File: src/sv/sba_ram.sv
`timescale 1ns / 1ps
module sba_ram #(
  parameter int WIDTH = 8,
  parameter int DEPTH = 16
) (
  input  logic                     clk,
  input  logic                     we,
  input  logic [$clog2(DEPTH)-1:0] waddr,
  input  logic [WIDTH-1:0]         wdata,
  input  logic [$clog2(DEPTH)-1:0] raddr,
  output logic [WIDTH-1:0]         rdata
);
  logic [WIDTH-1:0] mem [DEPTH];

  always_ff @(posedge clk) begin
    if (we) mem[waddr] <= wdata;
    rdata <= mem[raddr];
  end
endmodule

File: config.mk
export PLATFORM = sky130hd
export DESIGN_NAME = sba_ram
export DESIGN_NICKNAME = d
export VERILOG_FILES = /design/src/sv/sba_ram.sv
export SDC_FILE = /design/constraint.sdc
export NUM_CORES = 1
export LEC_CHECK = 0
export ABC_AREA = 1
export BUFFER_PORTS_ARGS = -buffer_cell sky130_fd_sc_hd__buf_2
export CAP_MARGIN = 20
export CELL_PAD_IN_SITES_DETAIL_PLACEMENT = 1
export CELL_PAD_IN_SITES_GLOBAL_PLACEMENT = 1
export CORE_MARGIN = 2
export CORE_UTILIZATION = 34
export DETAILED_ROUTE_END_ITERATION = 7
export PLACE_DENSITY_LB_ADDON = 0.1
export SYNTH_ARGS = -nofsm -noshare
export SYNTH_HDL_FRONTEND = slang
export SYNTH_SLANG_ARGS = --single-unit
File: constraint.sdc
create_clock -name clk -period 1.45 [get_ports clk]
set_clock_uncertainty 0.1 [all_clocks]
set_input_delay 0.145 -clock clk [delete_from_list [all_inputs] [get_ports clk]]
set_output_delay 0.145 -clock clk [all_outputs]
set_load 0.005 [all_outputs]
---- After elaboration in Yosys (flattened, before gate mapping) ----
Memories as Yosys holds them, arrays and structs flattened. A register that Yosys moved wholly into a read port is not among the register bits.
Index checks and enable logic that the tools add are counted.
operators by class
  multiplexer cells ....................... 2
operator list
  kind               number
  1-bit two-way mux  2
word-level totals
  register bits after elaboration ......... 0
  bits in writable memories ............... 128
  input port bits ......................... 18
  output and inout port bits .............. 8
  word-level logic and storage cells ...... 3
  memories ................................ 1
memory list
  memory  depth  bits a word  read ports  clocked after memory_dff  wr ports  line  source
  mem     16     8            1           1                         1         13    logic [WIDTH-1:0] mem [DEPTH];

---- Longest topological paths before layout ----
  depth after elaboration ................. 2
  depth in mapped cells ................... 8
  mapped depth without buffers ............ 7

---- Worst setup path after synthesis ----
OpenSTA, ideal clock, no wires.
  path type ............................... input -> register
  start ................................... input port waddr[2]
  end ..................................... memory mem[10][0], enable pin
  library setup time ...................... 0.370 ns
  data arrival time ....................... 0.726 ns
  data required time ...................... 0.980 ns
  path slack .............................. 0.254 ns
  stages on the path ...................... 2
  buffers on the path ..................... 0
  cell sequence ........................... nand3b_1 -> nor2_1
RTL lines
  item             line  source
  start, declared  8     input logic [$clog2(DEPTH)-1:0] waddr,
  end, declared    13
Straight into the memory's write port.

==> impl_metrics.yaml <==
run_status:
  status: "finished, final reports clean"
sta:
  slew_headroom: 0.726
  post-route-min-period_ns: 1.26
  drv_slew: 0
  setup_viol: 0
  fin_setup_tns_ns: 0
  hold_violations: 0
  fmax_mhz: 794
  tightest_slew_ns: 0.411
  post-route-period-util: 0.869
  rsz0062_at_grt: "no"
clock_tree:
  cts_tree: "yes"
  clockRootBuffer: "clkbuf_16"
  numCtsBuffers: 17
  htreeDepth: 4
  cts.sinks: 136
  post_cts_resize_count: 0
  clk_pin_slew_ns: 0.06
  clock_latency_ns: 0.42
  clockBufferDepth: 2
setup_path:
  worstPathArrival_ns: 1.52
  r2r-end: "rdata[4]"
  reg2reg_depth: 6
  cp-end-kind: "register"
  r2r_slack_ns: 0.30
  worstSetupStartpointType: "input pin"
  r2r_start: "mem[11][4]"
  crit_fanout: 9
  path_class: "in -> reg"
  cp.required_ns: 1.71
final_layout:
  stdcell_count: 831
  multi_input_area_mm2: 0.00121
  area_delta_synth_final_pct: 18.5
  num_antenna_cells: 0
  fillers: 1862
  seq_area_mm2: 0.00400
  nets: 616
  fin_area_mm2: 0.00683
  drive_gt1_frac: 0.133
power:
  power_density_mw_per_mm2: 1330
  switchingPower_mw: 2.02
  p_comb_frac: 0.065
  total_leakage_power_nw: 2.95
  switching_share: 0.222
  max-vdd-ir-drop_uv: 738
  intPower_mw: 7.05
  clkPwrFrac: 0.447
  p_seq_frac: 0.488
place:
  portBuffers: 25
  detailed_place_hpwl_um: 9590
  globalplace.congestion: 0.791
  placed_area_mm2: 0.00627
  dpl.cell_count: 798
min_path:
  worstHoldEndpoint: "mem[2][2]"
  hold_depth: 1
  hp-class: "in -> reg"
  min-delay-start: "wdata[2]"
drt:
  routedWlPerCell_um: 18.6
  antenna_left: 0
  vias_per_cell: 4.56
  drt_iter0_markers: 268
  remaining_drc_errors: 0
  drt_wl_total_um: 15400
  dr.pass1.iters: 4
  vias: 3793
yosys:
  yosysTopAreaCellShare: 0.667
  synth_largest_area_cell: "edfxtp_1"
  ys_ff_latch: 136
  netlist_instances: 551
  syn_area_mm2: 0.00577
  synth_cell_types: 12
  syn_avg_cell_area_um2: 10.5
  yosysWarnings: 0
  yosys-top-cells-area: "edfxtp_1 67%, nand2_1 11%, nand3_1 8.4%"
  synth_nets: 569
  synth_seq_area_share: 0.694
die:
  row_count: 47
  fp.coreArea_mm2: 0.0166
  ios: 26
  dieArea_mm2: 0.0180
  die_h_um: 134
  initial_core_util: 0.348
  die_x_um: 134
grt:
  grt_pass1_vias: 4025
  grt-ovfl-total: 0
  grt_pass1_wl_um: 24100
  grt_antenna_before_repair: 0
  grt.total_usage: 0.186
  grt_max_degree: 33
job:
  cap_violations: 0
==> cells by family after synthesis <==
family / Yosys count / share of synthesized area
buf+inv: 126 / 0.0952
flops: 136 / 0.694
simple gates: 289 / 0.210
==> state kept, by name (all words and copies together), names as in the netlist <==
signal,count
rdata,8
mem,128
==> critical path, stage by stage <==
cell	delay [ns]
dlygate4sd3_1	0.54
buf_2	0.19
inv_1	0.29
nand3_1	0.22
nand2_1	0.11
==> synth_stat cells (all sizes together) <==
master  number
edfxtp     128
nand3b       2
nor2        17
nand3       97
buf         24
inv        102
dfxtp        8
nand2      173
==> metal layers <==
layer	up-vias	global-route usage	wire length (um)
li1	1867	-	-
met3	8	0.0438	607
met4	0	0.0585	155
met2	64	0.289	7270
met1	1854	0.258	7390
met5	-	0	0
==> per-stage QoR <==
step | hold WS, ns | power, mW | worst slack [ns] | util
finish | 0.0710 | 9.07 | 0.190 | 0.412
global route | 0.0802 | 9.39 | 0.197 | 0.412
CTS | 0.0712 | 9.18 | 0.193 | 0.412
detailed placement | 0.424 | 5.11 | 0.0398 | 0.378
global placement | 0.428 | 5.11 | 0.0543 | 0.378
floorplan | 0.144 | 4.81 | 0.254 | -
==> worst max path at each step <==
stage,startpoint,cells past startpoint,slack [ns],endpoint
after floorplan,waddr[2],2,0.25,mem[10][0]
after global placement,raddr[0],7,0.05,rdata[7]
after detailed placement,raddr[0],7,0.04,rdata[7]
after CTS,raddr[3],5,0.19,rdata[7]
after global routing,raddr[3],5,0.20,rdata[7]
final,raddr[3],5,0.19,rdata[7]
==> cell usage in the layout, fill, tap and decap left out, types with 2 or more instances in the layout <==
cell type | netlist | layout
dfxtp_1 | 8 | 8
inv_1 | 100 | 100
clkbuf_8 | 0 | 3
nand3b_1 | 2 | 2
buf_2 | 13 | 25
nand2_1 | 173 | 173
clkinv_2 | 0 | 5
buf_4 | 4 | 20
nor2_1 | 17 | 17
inv_2 | 2 | 2
nand3_1 | 97 | 97
buf_12 | 0 | 6
clkbuf_1 | 0 | 3
clkbuf_16 | 0 | 17
clkinvlp_4 | 0 | 2
edfxtp_1 | 128 | 128
==> cell type report <==
cell class	count	area share
multi-input combinational	289	0.178
clock inverter	9	0.0108
timing repair buffer	52	0.0593
clock buffer	23	0.0700
tap	220	0.0403
sequential	136	0.586
inverter	102	0.0560
==> power by group through the flow <==
stage,Clock (mW),Combinational (mW),Sequential (mW)
after global routing,4.29,0.666,4.43
after global placement,0,0.596,4.51
after CTS,4.14,0.608,4.43
after detailed placement,0,0.602,4.51
final,4.05,0.589,4.43
after floorplan,0,0.310,4.50
==> what timing repair did <==
item	in CTS	in global routing
hold endpoints to repair	3	0
hold buffers	1	0
setup endpoints to repair	0	0
buffers inserted	0	0
Power figures use the tool's default switching activity.
