===== src/sv/sba_ffz.sv =====
`timescale 1ns / 1ps
module sba_ffz (
  input  logic [63:0] word,
  input  logic [6:0]  limit,
  output logic        found,
  output logic [5:0]  idx
);
  // Lowest clear bit below the limit.
  always_comb begin
    found = 1'b0;
    idx   = 6'd0;
    for (int k = 63; k >= 0; k--) begin
      if (!word[k] && (7'(k) < limit)) begin
        found = 1'b1;
        idx   = 6'(k);
      end
    end
  end
endmodule


===== config.mk =====
export PLATFORM = sky130hd
export DESIGN_NAME = sba_ffz
export DESIGN_NICKNAME = d
export VERILOG_FILES = /design/src/sv/sba_ffz.sv
export SDC_FILE = /design/constraint.sdc
export NUM_CORES = 1
export LEC_CHECK = 0
export ABC_CLOCK_PERIOD_IN_PS = 9850
export BUFFER_PORTS_ARGS = -buffer_cell sky130_fd_sc_hd__buf_2
export CORE_MARGIN = 5
export CORE_UTILIZATION = 40
export DETAILED_ROUTE_END_ITERATION = 10
export PLACE_DENSITY = 0.69
export SYNTH_ARGS = -nofsm -noshare
export SYNTH_HDL_FRONTEND = slang
export SYNTH_SLANG_ARGS = --single-unit

===== constraint.sdc =====
create_clock -name vclk -period 9.85
set_clock_uncertainty 0.05 [all_clocks]
set_input_delay 2.955 -clock vclk [all_inputs]
set_output_delay 2.955 -clock vclk [all_outputs]
set_load 0.01 [all_outputs]

Yosys cells after proc, flatten, opt, wreduce, memory -nomap -nowiden
Cells that the tools add are included.
{ "totals": {"regBits": 0, "output_inout_bits": 7, "word_cells": 320, "input_bits": 71} }
{ "op_classes": {"magnitude_cmp": 64, "n_mux": 128, "n_reduce_logical": 128} }
{ "ops": {"columns": ["op", "count"], "rows": [
  ["$mux 6", 64],
  ["$lt 6x7->1 const A", 32],
  ["$lt 5x7->1 const A", 16],
  ["$logic_and 1x1->1", 64],
  ["$logic_not 1->1", 64],
  ["$mux 1", 64],
  ["$lt 4x7->1 const A", 8],
  ["$lt 3x7->1 const A", 4],
  ["$lt 1x7->1 const A", 2],
  ["$lt 2x7->1 const A", 2]
]} }

Logic depth before layout (Yosys ltp)
{ "logic_depth": {"depth_word": 66, "ltp_mapped": 10, "ltp_nobuf": 8} }

Least setup slack after synthesis
OpenSTA, ideal clock, no wires.
{ "synth_timing": {"path_type": "input-to-output", "start": "in limit[1]", "end": "out idx[5]", "cell_stages": 10, "n_path_buf": 2, "required_ns": 6.845, "setup_slack_ns": 2.060, "t_arrival_ns": 4.785, "path_cell_list": "buf_2 a21oi_1 clkbuf_1 nand2b_1 a21oi_1 or2_2 nor2_1 nand2_1 nor4_1 nor2b_1"} }
{ "synth_between": {"elab_chain_len": 66, "elab_cells_between_ends": 192, "classes_between": "64 x order compare; 64 x mux; 64 x reduce/logical"} }
{ "synth_lines": {"columns": ["item", "line_no", "rtl"], "rows": [
  ["from (decl)", "4", "input logic [6:0] limit,"],
  ["$lt 6x7->1", "13", "if (!word[k] && (7'(k) < limit)) begin"],
  ["$logic_and 1x1->1", "13", null],
  ["$mux 6 (63 in a row)", "13", null],
  ["$mux 6 (*)", "13", null],
  ["to (decl)", "6", "output logic [5:0] idx"]
]} }
Mark *: on every way between the ends. The rest lies on a longest branch, timed or not.

Worst setup path after layout
{ "layout_timing": {"start": "in limit[3]", "end": "out idx[5]"} }
The elaborated chain is that of the path after synthesis.

==> results by group <==
Outcome
  – Status: complete, no violations

Timing
  – Worst-margin pin slew: 1059 ps
  – Unrepaired setup endpoints after global routing: false
  – Rel. slew slack: 28.42%
  – # setup viols final: 0
  – Max-slew violations: 0
  – Fin crit share: 89.68%
  – Final WS setup: 1017 ps
  – Final Hold Vio Count: 0
  – Minimum clock period after layout: 8833 ps
  – Total Neg Setup Slack: 0 ps
  – Fmax: 113.2 MHz
  – Final worst hold slack: 6279 ps

Global routing
  – Largest net degree at the start of global routing: 24
  – Vias in the first global route: 2487
  – Grt ovf: 0
  – Total Routing Usage GR: 22.05%
  – First-pass GRT wire length: 11540 µm
  – Initial antenna violation count: 0

Cells and area
  – Seq Cell Count: 0
  – Clock buffers: 0
  – Final instance area: 0.002212 mm²
  – Non-Filler Instances: 429
  – ANT cells: 0
  – Fill cells: 461
  – Sequential cell area: 0 µm²
  – Fraction of layout cells with a size suffix above 1: 24.93%
  – Nets: 450
  – Area Overhead vs Synth: 20.19%
  – Final core occ: 50.11%

Job
  – Max_cap viols: 0

Critical path
  – Most used cell, CP: buf_2
  – Worst setup path class: in -> out
  – WP data arrival: 5830 ps
  – CP max stage delay: 950 ps
  – Worst Setup End Kind: primary output
  – Critical path's slowest cell: nor4bb_1
  – CP Max Fanout: 21
  – Worst setup SP type: primary input
  – Crit. path cell count: 10
  – Required @ worst endpoint: 6850 ps
  – Crit-path cells: buf_2 -> nor4bb_1 -> a21oi_1 -> a2111oi_2 -> nand3_1 -> nor2_1 -> inv_1 -> nor3_1 -> nor2b_1 -> buf_2
  – WP buf/inv: 3
  – Crit. Startpoint: limit[3]
  – CP top delay family: simple AND/OR/NAND/NOR gates

Floorplanning
  – Die height: 77.83 µm
  – Die Span X: 77.83 µm
  – CORE AREA: 0.004414 mm²
  – Num ports: 78
  – Initial Util: 41.70%
  – Rows: 24
  – Die area: 0.006058 mm²

Placement
  – Placed standard-cell area: 0.002212 mm²
  – Pre-CTS setup slack: 1097 ps
  – GP Congestion: 1.105
  – IO Port Bufs: 78
  – HPWL Detailed: 5884 µm
  – Placed insts: 429

Clock network
  – CTS hold repair buffers: 0
  – Setup repair bufs after CTS: 0
  – CTS resizes: 0

Detailed routing
  – Vias post-DR: 2823
  – Detailed Routing Iterations Pass 1: 5
  – 1st-iter DRT viols: 312
  – Average wire per standard cell: 17.33 µm
  – Via density: 6.580
  – Final WL: 7434 µm
  – Residual DRC: 0
  – Antenna viol nets, final: 0

Yosys
  – Post-Synthesis Cell Area: 0.001841 mm²
  – Most numerous cell in the Yosys netlist: a21oi_1
  – Post-synth top cells: 52 x a21oi_1, 33 x nand2_1, 29 x nor2_1, 28 x o21ai_0, 14 x inv_1
  – Area leader, netlist: a21oi_1
  – Cells after Synth: 315
  – Seq/Total Area, Yosys: 0%
  – Largest cells by area after synthesis: a21oi_1 14%, o21ai_0 7.6%, nand2_1 6.7%
  – Post-synth cell types: 56
  – Post-synth top area share: 14.14%
  – Avg Inst Size Synth: 5.843 µm²
  – Syn_nets: 386
  – Synth warn: 0

Min path
  – Hold_sp: word[3]
  – Hold Path Cell Cnt: 5
  – Hold crit path type: in -> out

Pwr
  – Leakage: 0.8891 nW
  – Power per cell area: 43.21 mW/mm²
  – Max VDD drop: 0.02285 mV
  – Power Total: 0.09559 mW
layout make-up:
class	instances	area, µm²	share of cell area (%)
Inverter	14	52.55	2.376
Multi-Input combinational cell	283	1689	76.36
Tap cell	52	65.06	2.941
Timing Repair Buffer	80	405.4	18.33
power breakdown:
part | switching, mW | internal [mW] | total, mW
Combinational | 0.0588 | 0.0368 | 0.0956
Clock | 0 | 0 | 0
Sequential | 0 | 0 | 0
Total | 0.0588 | 0.0368 | 0.0956
worst paths after layout:
path,slack [ps],end
worst min-delay path,6280,idx[1]
worst max-delay path,1020,idx[5]
cell usage in the layout (no fill, tap or decap), types with 2 or more instances in the layout:
cell type | synthesis | routed
a221oi_1 | 3 | 3
o21bai_1 | 4 | 4
a22oi_1 | 4 | 4
a21oi_1 | 52 | 52
a41oi_1 | 3 | 3
o41ai_1 | 2 | 2
a31oi_1 | 2 | 2
nand2b_1 | 6 | 6
a2111oi_0 | 2 | 2
a21oi_2 | 2 | 2
o21ai_1 | 3 | 3
o211ai_1 | 5 | 5
nand4b_1 | 2 | 2
o311ai_0 | 3 | 3
nor3_1 | 13 | 13
nand3b_1 | 3 | 3
buf_2 | 10 | 78
nand3_1 | 9 | 9
nor4_1 | 5 | 5
o31a_1 | 2 | 2
nor2b_1 | 8 | 8
nor2_1 | 29 | 29
a211oi_1 | 11 | 11
a21o_1 | 8 | 8
o22ai_1 | 5 | 5
or2_2 | 3 | 3
o21ai_0 | 28 | 28
buf_4 | 1 | 2
nor3b_1 | 2 | 2
and2_1 | 2 | 2
nand4_1 | 3 | 3
a2111oi_2 | 2 | 2
inv_1 | 14 | 14
or3_1 | 3 | 3
nor4b_4 | 2 | 2
a21boi_0 | 2 | 2
nand2_1 | 33 | 33
cells by family (layout without fill, tap and decap cells):
kind of cell | Yosys count | count (layout) | share of synthesized area (%)
compound gates | 153 | 153 | 53.71
buf+inv | 32 | 94 | 8.226
simple gates | 130 | 130 | 38.07
per-layer routing:
layer	wire length (µm)	part of all wire [%]	vias up	GRT usage [%]
met5	0	0	-	0
met1	3018	41	1262	30.52
met3	841	11	30	3.704
met4	228	3.1	0	6.873
met2	3346	45	194	34.56
li1	-	-	1337	-
No activity file was read; power rests on OpenSTA's default activity.
